File: src/rtl/gfm_pkg.sv
// Shared types, constants and neighbour tables for the grid frontier marker.
// No dependencies; the controller, datapath and top level use this package.
`timescale 1ns / 1ps

package gfm_pkg;

    // Grid capacity (cells along x and y)
    localparam int MAX_X_CELLS = 256;
    localparam int MAX_Y_CELLS = 256;

    // Address bits per axis; memory is row-major with a power-of-two stride
    localparam int X_AW = (MAX_X_CELLS > 1) ? $clog2(MAX_X_CELLS) : 1;
    localparam int Y_AW = (MAX_Y_CELLS > 1) ? $clog2(MAX_Y_CELLS) : 1;
    localparam int ADDR_W = X_AW + Y_AW;

    // Field widths
    localparam int COORD_W  = 8;
    localparam int SIZE_W   = 9;
    localparam int STATUS_W = 2;
    localparam int COUNT_W  = 4;
    localparam int NB_W     = 3;
    localparam int CFG_IDX_W = 1;

    // Compare width: holds a size register, an effective size and a stepped
    // coordinate, with headroom so that zero minus one wraps out of range
    localparam int XS_W = $clog2(MAX_X_CELLS + 1);
    localparam int YS_W = $clog2(MAX_Y_CELLS + 1);
    localparam int XC_W = (XS_W > SIZE_W) ? XS_W : SIZE_W;
    localparam int YC_W = (YS_W > SIZE_W) ? YS_W : SIZE_W;

    // Operation codes
    localparam logic OP_READ  = 1'b0;
    localparam logic OP_WRITE = 1'b1;

    // Configuration register indexes
    localparam logic [CFG_IDX_W-1:0] CFG_GRID_X_SIZE = 1'b0;
    localparam logic [CFG_IDX_W-1:0] CFG_GRID_Y_SIZE = 1'b1;

    localparam logic [SIZE_W-1:0] SIZE_RESET = 9'd256;

    typedef enum logic [STATUS_W-1:0] {
        CELL_UNKNOWN  = 2'd0,
        CELL_FREE     = 2'd1,
        CELL_FRONTIER = 2'd2,
        CELL_OCCUPIED = 2'd3
    } cell_state_t;

    typedef enum logic [1:0] {
        OFS_ZERO,
        OFS_MINUS,
        OFS_PLUS
    } ofs_t;

    typedef enum logic [2:0] {
        ST_CLEAR,
        ST_IDLE,
        ST_TGT_RD,
        ST_TGT_CHK,
        ST_NB_RUN,
        ST_NB_DRAIN,
        ST_TGT_WR,
        ST_RESULT
    } state_t;

    typedef struct packed {
        logic load_in;
        logic clear_step;
        logic tgt_rd;
        logic capture_old;
        logic nb_issue;
        logic nb_check;
        logic k_inc;
        logic tgt_wr;
        logic load_out;
    } ctrl_cmd_t;

    typedef struct packed {
        logic clr_last;
        logic tgt_in_grid;
        logic k_last;
        logic op_write;
        logic ns_free;
    } ctrl_status_t;

    // Neighbour offsets along x, in visiting order
    function automatic ofs_t nb_dx(input logic [NB_W-1:0] k);
        ofs_t o;
        case (k)
            3'd0: o = OFS_MINUS;
            3'd1: o = OFS_MINUS;
            3'd2: o = OFS_MINUS;
            3'd3: o = OFS_ZERO;
            3'd4: o = OFS_ZERO;
            3'd5: o = OFS_PLUS;
            3'd6: o = OFS_PLUS;
            3'd7: o = OFS_PLUS;
            default: o = OFS_ZERO;
        endcase
        return o;
    endfunction

    // Neighbour offsets along y, in visiting order
    function automatic ofs_t nb_dy(input logic [NB_W-1:0] k);
        ofs_t o;
        case (k)
            3'd0: o = OFS_ZERO;
            3'd1: o = OFS_MINUS;
            3'd2: o = OFS_PLUS;
            3'd3: o = OFS_MINUS;
            3'd4: o = OFS_PLUS;
            3'd5: o = OFS_ZERO;
            3'd6: o = OFS_MINUS;
            3'd7: o = OFS_PLUS;
            default: o = OFS_ZERO;
        endcase
        return o;
    endfunction

endpackage

File: src/rtl/gfm_ctrl.sv
// Sequencing state machine for the grid frontier marker.
// Depends on gfm_pkg for the state, command and status types.
`timescale 1ns / 1ps

module gfm_ctrl (
    input  logic                  clk,
    input  logic                  rst_n,
    input  logic                  in_valid,
    output logic                  in_stall,
    output logic                  out_valid,
    input  logic                  out_stall,
    input  gfm_pkg::ctrl_status_t status,
    output gfm_pkg::ctrl_cmd_t    cmd
);

    gfm_pkg::state_t state_reg;
    gfm_pkg::state_t state_next;
    logic            out_valid_reg;
    logic            out_valid_next;

    always_ff @(posedge clk or negedge rst_n)
    begin
        if (!rst_n)
        begin
            state_reg     <= gfm_pkg::ST_CLEAR;
            out_valid_reg <= 1'b0;
        end
        else
        begin
            state_reg     <= state_next;
            out_valid_reg <= out_valid_next;
        end
    end

    always_comb
    begin
        state_next = state_reg;
        cmd        = '0;
        in_stall   = 1'b1;

        case (state_reg)
            gfm_pkg::ST_CLEAR:
            begin
                cmd.clear_step = 1'b1;
                if (status.clr_last)
                    state_next = gfm_pkg::ST_IDLE;
            end
            gfm_pkg::ST_IDLE:
            begin
                in_stall = 1'b0;
                if (in_valid)
                begin
                    cmd.load_in = 1'b1;
                    state_next  = gfm_pkg::ST_TGT_RD;
                end
            end
            gfm_pkg::ST_TGT_RD:
            begin
                // out-of-range target goes straight to the result
                if (status.tgt_in_grid)
                begin
                    cmd.tgt_rd = 1'b1;
                    state_next = gfm_pkg::ST_TGT_CHK;
                end
                else
                    state_next = gfm_pkg::ST_RESULT;
            end
            gfm_pkg::ST_TGT_CHK:
            begin
                cmd.capture_old = 1'b1;
                if (status.op_write && status.ns_free)
                    state_next = gfm_pkg::ST_NB_RUN;
                else if (status.op_write)
                    state_next = gfm_pkg::ST_TGT_WR;
                else
                    state_next = gfm_pkg::ST_RESULT;
            end
            gfm_pkg::ST_NB_RUN:
            begin
                // read neighbour k while checking neighbour k-1
                cmd.nb_issue = 1'b1;
                cmd.nb_check = 1'b1;
                cmd.k_inc    = 1'b1;
                if (status.k_last)
                    state_next = gfm_pkg::ST_NB_DRAIN;
            end
            gfm_pkg::ST_NB_DRAIN:
            begin
                cmd.nb_check = 1'b1;
                state_next   = gfm_pkg::ST_TGT_WR;
            end
            gfm_pkg::ST_TGT_WR:
            begin
                cmd.tgt_wr = 1'b1;
                state_next = gfm_pkg::ST_RESULT;
            end
            gfm_pkg::ST_RESULT:
            begin
                if (!out_valid_reg || !out_stall)
                begin
                    cmd.load_out = 1'b1;
                    state_next   = gfm_pkg::ST_IDLE;
                end
            end
            default:
            begin
                state_next = gfm_pkg::ST_IDLE;
            end
        endcase
    end

    always_comb
    begin
        if (cmd.load_out)
            out_valid_next = 1'b1;
        else
            out_valid_next = out_valid_reg && out_stall;
    end

    assign out_valid = out_valid_reg;

endmodule

File: config.mk
export PLATFORM = sky130hd
export DESIGN_NAME = gfm_ctrl
export DESIGN_NICKNAME = d
export VERILOG_FILES = /design/src/rtl/gfm_pkg.sv /design/src/rtl/gfm_ctrl.sv
export SDC_FILE = /design/constraint.sdc
export NUM_CORES = 1
export LEC_CHECK = 0
export BUFFER_PORTS_ARGS = -buffer_cell sky130_fd_sc_hd__buf_2
export CAP_MARGIN = 40
export CORE_AREA = 2 2 39 41
export CTS_CLUSTER_SIZE = 25
export DETAILED_ROUTE_END_ITERATION = 12
export DIE_AREA = 0 0 41 43
export PLACE_DENSITY = 0.54
export SETUP_SLACK_MARGIN = 0.5
export SYNTH_ARGS = -nofsm -noshare
export SYNTH_HDL_FRONTEND = slang
export SYNTH_SLANG_ARGS = --single-unit
File: constraint.sdc
create_clock -name clk -period 1.15 [get_ports clk]
set_input_delay 0.0575 -clock clk [delete_from_list [all_inputs] [get_ports clk]]
set_output_delay 0.0575 -clock clk [all_outputs]
set_load 0.02 [all_outputs]
==> metrics.md <==
| Metric | Value |
|---|---|
| Post-synth EDFFs | `0` |
| Net load switching power | `between 700 and 800 µW` |
| Number of global-route vias before repair | `318` |
| Routed len/inst | `a little under 10 µm` |
| Final nets | `between 70 and 80` |
| Worst-skew pair later-pin latency | `0.23 ns` |
| Leakage | `roughly 0.00028 µW` |
| I/O Buffers | `19` |
| Initial antenna violation count | `0` |
| Final Total Pwr | `~1800 µW` |
| Clock Power Share | `approximately a tenth` |
| Status | `finished, violations left` |
| CTS tree | `yes` |
| Reg-to-reg endpoint | `state_reg[0]` |
| Pins Over Slew Limit | `0` |
| Synthesis-to-finish area growth | `121%` |
| Largest net degree at the start of global routing | `9` |
| DP Area | `~440 µm²` |
| Number of synthesis warnings | `0` |
| Max frequency | `between 0.7 and 0.8 GHz` |
| Crit share post-route | `109%` |
| Syn_area_per_cell | `slightly below 8 µm²` |
| Chip width | `41 µm` |
| Total CTS buffers | `3` |
| RSZ-0062 raised after global routing | `yes` |
| GRT Residual Overflow | `0` |
| Post-route antenna net violation count | `0` |
| CTS Buffer Depth | `2` |
| Sequential cell area | `a little over 100 µm²` |
| Row count | `14` |
| Share of cells above drive strength 1 | `roughly 75%` |
| Filler cells | `around 150` |
| Clock root cell | `clkbuf_4` |
| Worst-path clk slew | `0.03 ns` |
| Seq/Total Area, Yosys | `roughly 36%` |
| Vias | `~350` |
| Core area | `approximately 0.0014 mm²` |
| DR pass1 iterations | `1` |
| Kind of critical path | `flip-flop to output pin` |
| Worst VDD drop | `roughly 0.79 mV` |
| Final Wtd Congestion | `just under 0.7` |
| H-tree levels | `1` |
| Yosys top cell by area | `dfrtp_1` |
| XOR/XNOR share of the synthesized area | `0%` |
| Gate Count Post-Synth | `35` |
| R2r setup slk | `-0.08 ns` |
| Sequential cell fraction of total power | `18.7%` |
| Residual DRC | `0` |
| Violated checks | `setup timing` |
| Drt total wl | `roughly 800 µm` |
| Die area | `~0.0018 mm²` |
| Post-DP HPWL | `approximately 570 µm` |
| PD cells | `slightly below 3000 mW/mm²` |
| Final setup margin | `-0.104 ns` |
| CP startpoint | `state_reg[0]` |
| CP endpoint kind | `output pin` |
| Post-synthesis compound-gate area fraction | `approximately a fifth` |
| Synth Area in Adders | `0%` |
| Synth Flop Type | `dfrtp_1` |
| Tightest Pin Transition | `between 0.2 and 0.25 ns` |
| CTS Sinks | `4` |
| N_diodes | `0` |
| Power Internal | `1050 µW` |
| Post-synth top area share | `between 30% and 40%` |
| First-pass GRT wire length | `approximately 1100 µm` |
| Synthesized net count | `44` |
| Most common cell after layout, fill and taps aside | `buf_6` |
| Worst reg2reg startpoint | `state_reg[2]` |
| Worst Clk Skew | `0.00279 ns` |
| Vias per std cell | `approximately 4.4` |
| Worst setup endpoint | `cmd[8]` |
| GR Util All Layers | `9.76%` |
| DIE HEIGHT | `roughly 43 µm` |
| Slew headroom | `83.7%` |
| Multi-input gate area | `between 200 and 250 µm²` |
| Seq cells post-synth | `4` |
| Gate power share | `72.0%` |
| Final min period | `roughly 1.3 ns` |
| Post-Synth Simple-Gate Area | `33.0%` |
| CP max FO | `8` |
| Post-synthesis mux area share | `0%` |
| DRT iter0 DRCs | `0` |
| Mapped Area | `around 280 µm²` |
| Starting Density | `between 10% and 20%` |
| Largest family of logic cells by synthesized area | `simple AND/OR/NAND/NOR gates` |
| R2R depth | `4` |
| Max reg flops | `3` |
| Fin. Hold Viols | `0` |
| Yosys cell types | `22` |
| Share of flip-flops with an asynchronous set or reset | `100%` |
| Req. time, crit path | `around 1.1 ns` |
| Hold Path Class | `primary input to flip-flop` |
| Design area | `roughly 610 µm²` |
| Startpoint Class | `flip-flop` |
| Top post-synthesis cells by area | `dfrtp_1 (36%), a21oi_1 (7.2%), nand2_1 (5.4%), nor2b_1 (4.5%), buf_6 (4.1%)` |
| Switching Share | `between 40% and 50%` |
| Final setup fails | `8` |
| I/O pin count | `20` |
| Max-cap violation count | `0` |
| Most frequent cells in the layout | `buf_6 (13), buf_2 (8), buf_4 (7)` |
| Data arrival, critical path | `1.20 ns` |
-- cell usage after synthesis (2+ instances only) --
cell / count
a21oi_1: 4
dfrtp_1: 4
nand2_1: 4
inv_1: 2
nor2_1: 2
nor2b_1: 2
nor3_1: 2
-- per-stage QoR --
step / std cells / hold WS [ns] / worst slack [ns] / TNS [ns] / util [%]
finish: 80 / 0.0464 / -0.104 / -0.602 / 44.2
global route: 80 / 0.0681 / -0.175 / -1.23 / 44.2
CTS: 79 / 0.0394 / -0.123 / -0.718 / 43.1
detailed placement: 70 / -0.133 / -0.0225 / -0.0225 / 31.5
global placement: 70 / -0.134 / -0.0289 / -0.0289 / 31.5
floorplan: 35 / -0.238 / 0.0717 / 0 / -
-- power groups by stage --
stage,combinational [µW],clock [µW],sequential [µW]
floorplan,673,0,323
CTS,1260,182,341
finish,1310,169,339
global route,1420,186,355
global placement,846,0,347
detailed placement,851,0,354
-- critical path, cell delays in order (launching register included) --
cell,delay (ns)
dfrtp_2,0.44
and2b_2,0.24
and3_4,0.17
buf_6,0.12
-- cells by family (layout without fill, tap and decap cells) --
| logic type | Yosys count | after routing |
|---|---|---|
| AO/OA/AOI/OAI | 9 | 9 |
| buffers and inverters | 5 | 34 |
| AND/OR/NAND/NOR | 17 | 17 |
| flip-flops | 4 | 4 |
-- routing by layer --
layer	GRT usage [%]	vias up	part of all wire (%)
met5	0	-	0
met4	8.00	0	0
met3	1.57	0	6.8
met2	17.5	13	57
met1	8.41	154	36
li1	-	182	-
-- worst min-delay path by stage --
| stage | endpoint | cells past startpoint | startpoint |
|---|---|---|---|
| after floorplan | out_valid | 0 | rst_n |
| final | state_reg[0] | 2 | status[1] |
| after global routing | state_reg[0] | 2 | status[1] |
| after global placement | state_reg[1] | 1 | rst_n |
| after CTS | state_reg[0] | 2 | status[1] |
| after detailed placement | state_reg[1] | 1 | rst_n |
-- timing repair --
item	4_1_cts	5_1_grt
hold buffers	1	0
pin swaps	6	2
buffers inserted	5	1
setup endpoints to repair	15	15
resized for setup	31	2
hold endpoints to repair	4	0
gates cloned	0	0
-- layout make-up --
class                   count  share of cell area, %
inverters                   2                   1.23
well taps                  16                   3.27
multi-input cells          26                   34.2
clock buffers               3                   3.68
repair buffers             29                   40.7
flip-flops and latches      4                   17.0
No activity file was read; power rests on OpenSTA's default activity.
